<file path="src/llqs_pkg.sv">
`default_nettype none

package llqs_pkg;

    // Field widths fixed by the channel definitions
    localparam int FUNC_W       = 2;
    localparam int NODE_FIELD_W = 3;
    localparam int ID_FIELD_W   = 10;
    localparam int STATUS_W     = 2;
    localparam int COUNT_W      = 16;
    localparam int SEED_W       = 64;
    localparam int CFG_INDEX_W  = 1;

    // Remainder unit: one byte of the source per cycle
    localparam int DIGIT_W = 8;
    localparam int DIGITS  = SEED_W / DIGIT_W;

    localparam logic [COUNT_W-1:0] COUNT_CEILING = 16'hFFFF;
    localparam logic [SEED_W-1:0]  LFSR_MASK     = 64'hD800_0000_0000_0000;
    localparam logic [SEED_W-1:0]  LFSR_RESET    = 64'd1;

    localparam int NODES_DEF       = 8;
    localparam int QUEUE_DEPTH_DEF = 256;
    localparam int ID_BITS_DEF     = 10;

    localparam logic [FUNC_W-1:0] FUNC_ENQUEUE = 2'd0;
    localparam logic [FUNC_W-1:0] FUNC_SELECT  = 2'd1;
    localparam logic [FUNC_W-1:0] FUNC_ENDED   = 2'd2;

    localparam logic [CFG_INDEX_W-1:0] CFG_SEED_ENABLE = 1'b0;
    localparam logic [CFG_INDEX_W-1:0] CFG_SEED_VALUE  = 1'b1;

    typedef enum logic [STATUS_W-1:0] {
        STATUS_OK    = 2'd0,
        STATUS_EMPTY = 2'd1,
        STATUS_FULL  = 2'd2,
        STATUS_RANGE = 2'd3
    } status_t;

    typedef enum logic [2:0] {
        ST_IDLE,
        ST_EXEC,
        ST_MOD,
        ST_SCAN,
        ST_PICK,
        ST_READ,
        ST_FINISH
    } state_t;

    // Right-shifting Galois step
    function automatic logic [SEED_W-1:0] lfsr_advance(input logic [SEED_W-1:0] v);
        logic [SEED_W-1:0] s;
        s = v >> 1;
        if (v[0])
        begin
            s = s ^ LFSR_MASK;
        end
        return s;
    endfunction

endpackage

`default_nettype wire

</file>
<file path="src/llqs_mod_unit.sv">
`default_nettype none

module llqs_mod_unit #(
    parameter int NODES = llqs_pkg::NODES_DEF
) (
    input  logic                          clk,
    input  logic                          rst_n,
    input  logic                          load,
    input  logic [llqs_pkg::SEED_W-1:0]   value,
    output logic                          done,
    output logic [$clog2(NODES)-1:0]      rem
);
    import llqs_pkg::*;

    localparam int NW    = $clog2(NODES);
    localparam int NW1   = NW + 1;
    localparam int CNT_W = $clog2(DIGITS);
    localparam logic [NW1-1:0]   NODES_S  = NW1'(NODES);
    localparam logic [CNT_W-1:0] CNT_LAST = CNT_W'(DIGITS - 1);

    logic              busy_reg, busy_next;
    logic              done_reg, done_next;
    logic [CNT_W-1:0]  cnt_reg, cnt_next;
    logic [SEED_W-1:0] shift_reg;
    logic [NW-1:0]     rem_reg;
    logic [NW-1:0]     rem_step;

    // Fold one byte into the remainder, one compare-subtract per bit
    always_comb
    begin
        logic [NW-1:0]      r;
        logic [NW1-1:0]     t;
        logic [DIGIT_W-1:0] digit;
        r     = rem_reg;
        digit = shift_reg[SEED_W-1 -: DIGIT_W];
        for (int b = DIGIT_W - 1; b >= 0; b--)
        begin
            t = {r, digit[b]};
            if (t >= NODES_S)
            begin
                t = t - NODES_S;
            end
            r = t[NW-1:0];
        end
        rem_step = r;
    end

    always_comb
    begin
        busy_next = busy_reg;
        cnt_next  = cnt_reg;
        done_next = 1'b0;
        if (load)
        begin
            busy_next = 1'b1;
            cnt_next  = '0;
        end
        else if (busy_reg)
        begin
            cnt_next = cnt_reg + 1'b1;
            if (cnt_reg == CNT_LAST)
            begin
                busy_next = 1'b0;
                done_next = 1'b1;
            end
        end
    end

    always_ff @(posedge clk or negedge rst_n)
    begin
        if (!rst_n)
        begin
            busy_reg <= 1'b0;
            done_reg <= 1'b0;
            cnt_reg  <= '0;
        end
        else
        begin
            busy_reg <= busy_next;
            done_reg <= done_next;
            cnt_reg  <= cnt_next;
        end
    end

    always_ff @(posedge clk)
    begin
        if (load)
        begin
            shift_reg <= value;
            rem_reg   <= '0;
        end
        else if (busy_reg)
        begin
            shift_reg <= shift_reg << DIGIT_W;
            rem_reg   <= rem_step;
        end
    end

    assign done = done_reg;
    assign rem  = rem_reg;

endmodule

`default_nettype wire

</file>
<file path="config.mk">
export PLATFORM = sky130hd
export DESIGN_NAME = llqs_mod_unit
export DESIGN_NICKNAME = d
export VERILOG_FILES = /design/src/llqs_pkg.sv /design/src/llqs_mod_unit.sv
export SDC_FILE = /design/constraint.sdc
export NUM_CORES = 1
export LEC_CHECK = 0
export ABC_CLOCK_PERIOD_IN_PS = 1860
export BUFFER_PORTS_ARGS = -buffer_cell sky130_fd_sc_hd__buf_2
export CAP_MARGIN = 5
export CORE_MARGIN = 2
export CORE_UTILIZATION = 45
export DETAILED_ROUTE_END_ITERATION = 10
export PLACE_DENSITY = 0.77
export REMOVE_ABC_BUFFERS = 1
export SLEW_MARGIN = 0
export SYNTH_ARGS = -nofsm -noshare
export SYNTH_HDL_FRONTEND = slang
export SYNTH_SLANG_ARGS = --single-unit
</file>
<file path="constraint.sdc">
create_clock -name clk -period 1.86 [get_ports clk]
set_input_delay 0.186 -clock clk [delete_from_list [all_inputs] [get_ports clk]]
set_output_delay 0.186 -clock clk [all_outputs]
set_load 0.01 [all_outputs]
</file>
==> results summary, run 1 <==
The total power after layout came out at between 0.001 and 0.0015 W. The row count came out at 20. The signal on the critical path passes through or2_2. The proportion of register bits with asynchronous set or reset after synthesis came out at 15.63%. The wire length per cell is approximately 12 um. The clock latency reported for the late side of the worst-skew pair is ~0.32 ns. The global-route layer with the greatest usage is met2. The cell internal power dissipation is about 0.0011 W. The core footprint is between 3000 and 4000 um^2. The end of the worst register-to-register path is shift_reg[50]$_DFFE_PP_. The worst hold path was traced through 2 stages. The tightest hold path in the finished design has a slack of 0.1378 ns. Setup violations remaining at the end of the flow were counted as 0. The top-level I/O count came out at slightly above 70. The die width came out at 60.03 um. The clock buffer count from CTS is 5. The congestion estimate from routability-driven global placement came to 0.6205.

Each instance of the synthesized netlist takes up on average 17.88 um^2. The endpoint required time on the critical path is between 1.5 and 2 ns. The internal reg-to-reg setup slack came out at between 0.6 and 0.7 ns.

STA classifies the critical path startpoint as a flop. The worst path setup slack after routing came out at ~0.63 ns. The startpoint identified for the worst hold timing path is value[1]. The clock power share came out at between 20% and 30%. By area the synthesized netlist is led by edfxtp_1 (51%), mux2_4 (19%), dfrtp_1 (8.9%). Setup repair after global routing left no endpoint under its margin.

The number of buffers inserted to repair setup after CTS came out at 0. The net switching power came out at 0.0002906 W. Summed over all nets, the half-perimeter wirelength after detailed placement is ~1.3 mm. The critical path is of the flop to flop type. The number of diodes is 0. The number of routed nets with antenna violations is 0. The instance area at placement came out at about 1600 um^2. The worst-case IR drop observed on VDD is 438.0 uV. Counting along the longest clock path gives a buffer depth of 2. Gates resized during post-CTS repair numbered 0. The floorplan step set the die height to between 60 and 70 um. TritonCTS built the clock tree.

Among all flip-flop cells after synthesis, the most frequent one is edfxtp_1. At the placement stage, the worst setup path has a slack of approximately 0.48 ns. The clock period could shrink to roughly 1.2 ns.

Sequential cells were found to cover between 60 and 70% of the synthesized design area. The total of hold buffers inserted after clock tree synthesis is 1. The clock transition time at the flip-flop clock pins of the worst setup and hold paths came out at around 0.09 ns. The H-tree was split into 2 levels. The fraction of the cycle the final worst path needs is about 66%. The buffers plus inverters on the worst setup path is 0. For the pin with the worst max-slew slack, the measured transition is roughly 0.56 ns.

In this run, flip-flops and latches consume 60.8% of the power. The via count of the first global-routing pass is 769. The max-slew violation total from the final report is 0. The number of distinct standard cells referenced by the synthesized netlist is 17. The count of yosys warnings during synthesis came out at 0. The run finished with clean final reports. The number of synthesized register bits is 32. The net count reported at finish is between 150 and 200.

STA classifies the critical path endpoint as a flop. For the worst flop-to-flop path, the logic depth is 1. Summing all non-filler instances in the final layout gives an area of between 1500 and 2000 um^2. The largest stage delay on the critical path is roughly 0.53 ns.

The total power density per cell area came out at between 800 and 900 nW/um^2. The combinational share of power came out at 10.8%. The routed layout has 740 vias.

The root buffer cell is clkbuf_4. The ratio of routed vias to standard cells is 4.625. The origin of the worst setup path is busy_reg$_DFF_PN0_. Wires add up to a little under 2 mm. The first-pass detailed-route iteration total is 4. The layout-stage area growth over the synthesis result is 17.27%. The number of DRC markers in iteration 0 is 23. The overall fraction of global-route tracks in use is roughly an eighth.

The start of the worst register-to-register path is busy_reg$_DFF_PN0_. The peak clock frequency supported by timing came out at roughly 0.81 GHz. The floorplan die area is roughly 3600 um^2. Grouping stages by cell kind, the critical path spends the most delay in simple AND/OR/NAND/NOR gates. The routing usage on met3 is under 10%.

Yosys mapped a number of flops with a built-in enable equal to 24. The share of post-route cells with drive strength above 1 came out at 52.59%. Summed over all failing endpoints, the final setup total negative slack is 0 ns. The hold violation count in the final report was 0.

The synthesized instance count came out at slightly below 80. For this configuration, the core starts out at a cell density of a little under half. In this run switching power makes up roughly 21% of total power.

The worst-path maximum fanout is 24. Buffers placed on the I/O ports in this run total 30. By count the netlist is led by edfxtp_1 (24), mux2_4 (18), nor2_1 (6). The register with the most flip-flops in the layout has 24 of them. The number of clock sinks came out at 32. The data arrival time at the worst-slack endpoint came out at between 1 and 1.5 ns. The worst-path cell with the longest stage delay is or2_2. The met2 usage in global routing came out at approximately a fifth.

Summed over all instances, the cell type with the most area after synthesis is edfxtp_1. The first-pass GRT wire length is 3.312 mm. The maximum number of pins on one net before global-route repair is 25. For hold timing, the worst endpoint is shift_reg[1]$_SDFFCE_PN0P_.

The met1 routing resource usage after global routing came out at between 15 and 20%. The worst slew margin relative to its limit is between 60% and 70%. By instance count, the leading cell after synthesis is edfxtp_1.

The final setup skew came out at 0.006035 ns. Summing every instance area after synthesis gives between 1000 and 1500 um^2. The DRC violations left came out at 0. The tightest min-delay check is of the primary input to flop type. The leftover overflow at the end of global routing is 0. The number of maximum-capacitance violations is 0. The area share of the largest cell type after synthesis is 51.02%.

The number of antenna violations at the first check in global routing came out at 0. The standby leakage power is between 0.7 and 0.8 nW.
==> cells by family after synthesis <==
| family | Yosys count | synth area share [%] |
|---|---|---|
| mux | 26 | 25.07 |
| buf+inv | 6 | 3.986 |
| fa+ha+maj | 2 | 1.771 |
| flops | 32 | 64.13 |
| compound gates | 1 | 0.5316 |
| xor+xnor | 1 | 0.6201 |
| simple gates | 11 | 3.898 |
==> metal layers <==
metal | vias to the layer above | wire length, um
met3 | 6 | 150
met1 | 346 | 835
met5 | - | 0
li1 | 360 | -
met4 | 0 | 38
met2 | 28 | 911
==> stage by stage <==
step	util, %	cells
after floorplan	-	74
after global placement	52.44	151
after detailed placement	52.44	151
after CTS	54.71	160
after global routing	54.71	160
final	54.71	160
==> worst max-delay path by stage <==
stage                                             to  depth (start not counted)  slack (ns)
after global routing         shift_reg[50]$_DFFE_PP_                          1        0.56
after detailed placement  shift_reg[2]$_SDFFCE_PN0P_                          2        0.48
after global placement    shift_reg[2]$_SDFFCE_PN0P_                          2        0.52
final                        shift_reg[50]$_DFFE_PP_                          1        0.63
after CTS                 shift_reg[2]$_SDFFCE_PN0P_                          1        0.60
after floorplan           shift_reg[0]$_SDFFCE_PN0P_                          1        0.56
==> cell type report <==
type	instances	area, um^2
clock inverter	1	3.754
multi-input combinational	41	450.4
timing repair buffer	34	182.7
fill	273	1371
clock buffer	7	55.05
inverter	1	3.754
tap	44	55.05
sequential	32	905.9
==> power by group through the flow <==
stage          sequential, W  clock, W  combinational, W
4_1_cts             0.000860  0.000416          0.000156
3_5_place_dp        0.000875         0          0.000154
2_1_floorplan       0.000871         0         0.0000901
5_1_grt             0.000866  0.000443          0.000170
6_report            0.000858  0.000400          0.000153
3_3_place_gp        0.000871         0          0.000147
==> placed cells by master (no fill, tap or decap), drive strengths merged <==
cell,instances
dlygate4sd3,1
dfxtp,3
a21o,1
dfrtp,5
ha,2
nor2,6
mux2,21
or2,1
clkbuf,7
inv,1
buf,33
clkinv,1
and2,3
xnor2,1
mux2i,5
edfxtp,24
nor3b,1
Power figures use the tool's default switching activity.
==> run 2, diff against run 1 <==
- ABC_CLOCK_PERIOD_IN_PS: 1860 -> 1200
- clock period: 1.86 -> 1.2 ns (I/O delays scaled with it)
==> run 2 against run 1 <==
Against the previous run: flip-flop and latch count unchanged; count of clock-buffer cells in the layout stayed put; clock power increased by 41%; maximum frequency increased by 7.9%; die area did not move; register-to-register slack lost 0.57 ns; critical path type unchanged; highest routed layer unchanged.
==> results summary, run 2 (same netlist as run 1, synthesis figures left out) <==
The final layout contains routed wiring with a total length of ~2 mm. The worst register-to-register path has a setup slack of 0.06 ns. STA classifies the critical path startpoint as a flop. The worst setup path is of the flop to flop kind. The top-level I/O count is 71.

Summing all multi-input logic gate instances after layout gives about 450 um^2. The type of the tightest min-delay check is primary input to flop. Setup violations remaining at the end of the flow were counted as 0.

The layer flagged by global routing as most heavily used is met2. The overall fraction of global-route tracks in use is between 10% and 20%. Across all hold checks on the routed design, the worst slack comes to 0.07760 ns.

The clock buffer count from CTS is 5. TritonCTS built the clock tree. The root buffer cell is clkbuf_4. Setup repair after global routing left no endpoint under its margin. The level count of the clock H-tree came out at 2. The data arrival time at the worst-slack endpoint is ~1.4 ns. Input and output buffers added on the ports amount to 30. For this run, the slowest stage of the critical path takes 0.41 ns.

The clock transition time at the flip-flop clock pins of the worst setup and hold paths is approximately 0.090 ns. In this run the power density over the cells is 1265 nW/um^2. The final setup skew came out at between 0.006 and 0.007 ns.

The leading cell type in the layout, fill and taps excluded is buf_2. The net count reported at finish came out at approximately 190. The utilization of the core after routing came out at between 50% and 60%. The clock drives 32 sinks. In the routed layout, each cell is associated on average with a via count of 4.530. The floorplan step set the die height to about 60 um. The via count of the first global-routing pass is about 750. The maximum resistive drop on vdd is roughly 860 uV. The via count of the routed design is roughly 740. The hold violation count in the final report was 0.

The clock latency reported for the late side of the worst-skew pair came out at around 0.33 ns. Entering global routing, the biggest net connects 17 pins. The number of antenna violations at the first check in global routing came to 0. The worst hold path begins at value[0].

The slowest stage of the critical path is the dfrtp_1 cell. The row count came out at 20. The wire length per cell is between 10 and 15 um. The first-pass GRT wire length came out at between 3 and 4 mm.

Excluding fillers, the count of instances in the completed layout stands at about 160. The met1 routing resource usage after global routing came out at around 18%. The met2 usage in global routing is 18.94%.

The total area of sequential cells came out at roughly 900 um^2. In this run, the number of DRC markers left after iteration 0 of detailed routing was 19. The flip-flop count of the largest register after layout came out at 24.

The layout-stage area growth over the synthesis result is 20.02%. The run finished with clean final reports. The endpoint required time on the critical path came out at roughly 1.4 ns. The post-route netlist has between 50% and 60% of its cells at a drive strength greater than 1. The leftover overflow at the end of global routing came out at 0. The worst slew margin relative to its limit is between 80 and 90%.

In the layout the commonest cells are buf_2 (30), edfxtp_1 (24), mux2_4 (18). The starting density of the core is a little under half. The number of fillers in the final layout is approximately 260. The number of maximum-capacitance violations came out at 0. The final period demand of the worst path is 1.140 ns. After detailed routing, the number of remaining DRC violations is 0. The largest buffer count on any clock path came out at 2. The routing usage on met3 came out at 7.359%. Traced cell by cell, the critical path runs through ha_2 -> ha_1 -> mux2i_1 -> nor2_1. The pre-antenna-repair detailed-routing pass consisted of 2 iterations. After layout, the worst path uses ~95% of the clock period.

The startpoint identified for the worst register-to-register timing path is cnt_reg[1]$_DFFE_PN0P_. In this run the worst path has a maximum fanout of 2. The max-slew violation total from the final report is 0. Once placement completed, the tool counted placed cells totaling between 150 and 200.

The final weighted congestion of routability-driven global placement came out at between 0.6 and 0.7. The die width came out at between 60 and 70 um. The die covers between 3000 and 4000 um^2. In this run the worst setup path begins at cnt_reg[1]$_DFFE_PN0P_. The half-perimeter wire length of the detailed placement result came out at 1.424 mm. The number of routed nets with antenna violations came out at 0. The core footprint is ~3000 um^2. STA classifies the critical path endpoint as a flop. The measured slew at the worst slew-check pin came out at 0.1498 ns. Timing would allow up to just under 0.9 GHz. For this design the static power due to leakage is about 0.79 nW. The number of diodes is 0.
run 2: layout make-up:
cell class                 count  area share, %
clock buffer                   7          2.657
inverter                       1         0.2214
timing repair buffer          38          13.51
sequential                    32          53.43
clock inverter                 1         0.2214
tap                           44          3.247
multi-input combinational     41          26.72
run 2: where the power goes:
group,switching (W),total (W),internal [W],leakage [nW]
combinational,0.0000806,0.000250,0.000169,0.420
sequential,0.0000335,0.00133,0.00130,0.347
clock,0.000339,0.000564,0.000225,0.0269
total,0.000453,0.00215,0.00169,0.794
run 2: path summary, 6_finish.rpt:
| kind | end | depth (start not counted) |
|---|---|---|
| max in group asynchronous | busy_reg$_DFF_PN0_ | 2 |
| setup / recovery | cnt_reg[2]$_DFFE_PN0P_ | 4 |
| min in group asynchronous | done$_DFF_PN0_ | 2 |
| hold reg to reg | rem[2]$_SDFFE_PP0P_ | 2 |
| hold / removal | shift_reg[0]$_SDFFCE_PN0P_ | 2 |
| setup reg to reg | cnt_reg[2]$_DFFE_PN0P_ | 4 |
run 2: stage by stage:
step	instance area (um^2)	TNS [ns]	worst slack, ns	total power (W)
after floorplan	1360	-2.407	-0.1003	0.001490
after global placement	1623	0	0.06482	0.001587
after detailed placement	1623	0	0.04534	0.001601
after CTS	1682	0	0.02725	0.002176
after global routing	1695	0	0.01129	0.002270
final	1695	0	0.06008	0.002145
run 2: timing repair:
action | 4_1_cts | 5_1_grt
resized for setup | 0 | 2
hold buffers | 1 | 0
buffers inserted | 0 | 1
endpoints found under the hold margin | 5 | 0
setup endpoints to repair | 0 | 17
run 2: worst max-delay path, delay by kind of cell, from the launching register on:
kind,cells,cell delay (ns)
and+or+nand+nor,1,0.05
muxes,1,0.13
DFF,1,0.41
adders and majority gates,2,0.45
run 2: routing by layer:
metal | share of wire [%] | up-vias
li1 | - | 371
met1 | 46 | 341
met2 | 44 | 29
met3 | 8.3 | 2
met4 | 1.0 | 0
met5 | 0 | -
==> run 3, diff against run 2 <==
- ABC_AREA: unset -> 1
- ABC_CLOCK_PERIOD_IN_PS: 1200 -> 1300
- CORE_UTILIZATION: 45 -> 44
- PLACE_DENSITY: 0.77 -> 0.76
- clock period: 1.2 -> 1.3 ns (I/O delays scaled with it)
==> run 3 against run 2 <==
Against the previous run: area after synthesis decreased by 2.4%; sequential share of layout area increased by 2.3 points; first-iteration DRC count increased to 3.0 times the previous value.
==> results summary, run 3 <==
The proportion of register bits with asynchronous set or reset after synthesis came out at roughly 16%. The final period demand of the worst path came out at 1.154 ns. The largest stage delay on the critical path came out at between 0.4 and 0.5 ns. The number of non-filler instances in the completed layout is 216. Leaving out fill and tap cells, the most frequent cells in the layout are nand2_1 (76), buf_2 (30), edfxtp_1 (24).

The die width is around 60 um. The number of routed nets with antenna violations is 0. The count of yosys warnings during synthesis came out at 0. TritonCTS built the clock tree. The flow ran to the end, and the final reports show no timing, DRC or antenna violations. The clock latency reported for the late side of the worst-skew pair is 0.33 ns. For the pin with the worst max-slew slack, the measured transition is between 0.15 and 0.2 ns. The utilization of the core after routing came out at 53.64%. At the worst endpoint, the arrival time is between 1 and 1.5 ns. In this run the critical register-to-register path is captured at cnt_reg[2]$_DFFE_PN0P_. The number of placed cells counting well taps came out at slightly above 200. The flip-flop count of the largest register after layout is 24. The share of post-route cells with drive strength above 1 came out at 25.58%. In this design, the critical path's most frequently occurring cell is ha_1. The core footprint is just over 3000 um^2.

The number of maximum-capacitance violations came out at 0. The peak clock frequency supported by timing is approximately 0.87 GHz. The biggest area contributor in the post-synthesis netlist is edfxtp_1.

The longest clock path from root to sink contains 2 buffers. The half-perimeter wire length of the detailed placement result is between 1.5 and 2 mm. The final weighted congestion of routability-driven global placement is around 0.77. During placement, the flow inserted port buffers numbering 30. In this design, the largest share of critical-path delay is due to adder cells. In this run the worst setup path begins at cnt_reg[0]$_DFFE_PN0P_. The final setup skew came out at roughly 0.0042 ns. The repair_antennas step left the layout with diodes totalling 0. The number of distinct standard cells referenced by the synthesized netlist came out at 16.

The synthesized instance count is between 100 and 150. The top-level I/O count is between 70 and 80. After layout, the worst path uses about 89% of the clock period. Among all cell types in the netlist, the one instantiated most often is nand2_1. The number of clock sinks is 32. The number of antenna violations at the first check in global routing came out at 0. After synthesis, flip-flops and latches occupy roughly two thirds of the total area. The max-slew violation total from the final report came out at 0. The maximum resistive drop on vdd is between 800 and 900 uV. After global routing the overflow that remains totals 0. The cell area that synthesis handed to floorplanning was about 1400 um^2. The startpoint of the tightest hold check path is value[1]. The starting density of the core is between 40% and 50%. The clock buffer count from CTS came out at 5. The first-pass GRT wire length came out at about 3.9 mm. The first-pass detailed-route iteration total came out at 4.

The met1 routing resource usage after global routing came out at between 15 and 20%. The cell sitting at the root of the clock tree is a clkbuf_4. Compared with the post-synthesis result, the final layout area differs by 17.79%.

The floorplan die area is 3598 um^2. Summed over all layers, the routed wires come to about 2.3 mm. Ranked by total cell area, the synthesized netlist is headed by edfxtp_1 (52%), nand2_1 (21%), dfrtp_1 (9.1%). Measured along the y axis, the die boundary spans 59.98 um.

Leaving out fill and tap cells, the most frequent cell in the layout is nand2_1. Of all nets on the critical path, the largest fanout is 3. The maximum number of pins on one net before global-route repair is 29.

The via count of the routed design came out at a little under 1k. The commonest cells after synthesis are nand2_1 (76), edfxtp_1 (24), dfrtp_1 (5), inv_1 (5), nand3_1 (5). Gates resized during post-CTS repair numbered 0. At the placement stage, the worst setup path has a slack of 0.1554 ns. The row count is 20. The tightest min-delay check is of the primary input to flop type.

The worst setup path is of the flop to flop kind. The critical path goes through ha_1 -> ha_1 -> nand3_1 -> nand2_1. STA classifies the critical path startpoint as a flop. The net count reported at finish came out at 240. The total power density per cell area is between 1000 and 1500 nW/um^2. The clock transition time at the flip-flop clock pins of the worst setup and hold paths came out at roughly 0.090 ns. The standby leakage power came out at 0.8367 nW. The worst register-to-register path has a setup slack of 0.15 ns. The met2 usage in global routing came out at 24.53%. Setup repair after global routing left no endpoint under its margin.

The hold violation count in the final report is 0. In the global route stage, met3 resource usage came out at under 10%. The element type at the critical path end is a flop.

After detailed routing, the number of remaining DRC violations is 0. Counting the fill cells in the layout gives about 270. The wire length per cell is about 11 um. The number of DRC markers in iteration 0 is 57. The depth of the worst register-to-register path is 4.

The timing endpoint of the critical path is cnt_reg[2]$_DFFE_PN0P_. The worst slew margin relative to its limit is between 80 and 90%. In this run, synthesis produced a sequential element count of 32.

Setup violations remaining at the end of the flow were counted as 0. The worst register-to-register path begins at cnt_reg[0]$_DFFE_PN0P_. The via count of the first global-routing pass is just under 1k. The mean cell area of the mapped netlist is roughly 10 um^2.

In the routed layout, each cell is associated on average with a via count of between 4 and 5. The level count of the clock H-tree is 2. Counting both buffers and inverters, the worst setup path holds a total of 0.

The area share of the largest cell type after synthesis came out at between 50% and 60%. The number of enable flip-flop cells after synthesis is 24. In this run the number of cells on the critical path is 4. The overall fraction of global-route tracks in use came out at 15.34%. The worst path setup slack after routing is ~0.15 ns. The most instantiated flip-flop cell in the synthesis netlist is edfxtp_1. The worst-path cell with the longest stage delay is dfrtp_1. The endpoint required time on the critical path came out at 1.53 ns. In this run the most used layer during global routing was met2.
==> run 3: per-layer routing <==
| metal | up-vias | routed length (um) |
|---|---|---|
| met3 | 5 | 151 |
| met1 | 434 | 1039 |
| li1 | 504 | - |
| met5 | - | 0 |
| met4 | 0 | 52 |
| met2 | 34 | 1067 |
==> run 3: cell type report <==
class	instances	area (um^2)	area share (%)
timing repair buffer	35	202.7	12.48
sequential	32	905.9	55.78
inverter	6	30.03	1.849
clock inverter	1	3.754	0.2311
tap	44	55.05	3.390
clock buffer	7	45.04	2.773
multi-input combinational	91	381.6	23.50
==> run 3: how the worst min path moves through the flow <==
stage                                       to  slack [ns]  cells past startpoint
floorplan                   busy_reg$_DFF_PN0_       -0.17                      0
detailed placement              done$_DFF_PN0_       -0.06                      1
CTS                 shift_reg[1]$_SDFFCE_PN0P_        0.04                      3
global placement        cnt_reg[2]$_DFFE_PN0P_       -0.06                      1
global route        shift_reg[2]$_SDFFCE_PN0P_        0.03                      3
finish              shift_reg[1]$_SDFFCE_PN0P_        0.05                      3
==> run 3: kinds of logic after synthesis <==
group                      count (synthesis)  synth area share (%)
AOI/OAI and AO/OA                          1                0.3626
DFF                                       32                 65.70
buffers and inverters                     12                 6.624
and+or+nand+nor                           88                 25.50
adders and majority gates                  2                 1.815
==> run 3: power by group <==
part / switching, W / internal (W)
combinational: 0.0000928 / 0.0000791
clock: 0.000321 / 0.000208
sequential: 0.0000281 / 0.00118
total: 0.000442 / 0.00147
==> run 3: timing repair <==
action                    4_1_cts  5_1_grt
buffers inserted                0        0
hold buffers                    1        0
hold endpoints to repair        5        0
==> run 3: tightest hold or removal path: stages <==
cell,delay (ns)
buf_2,0.07
nand2_1,0.04
inv_1,0.04
==> run 3: stage by stage <==
stage                     area [um^2]  total power [W]  hold WS [ns]  setup TNS (ns)
final                            1624         0.001912       0.05090               0
after detailed placement         1565         0.001407      -0.05517               0
after global placement           1565         0.001391      -0.05789               0
after global routing             1624         0.002024       0.03495               0
after CTS                        1624         0.001934       0.03681               0
after floorplan                  1318         0.001313       -0.1656          -3.439
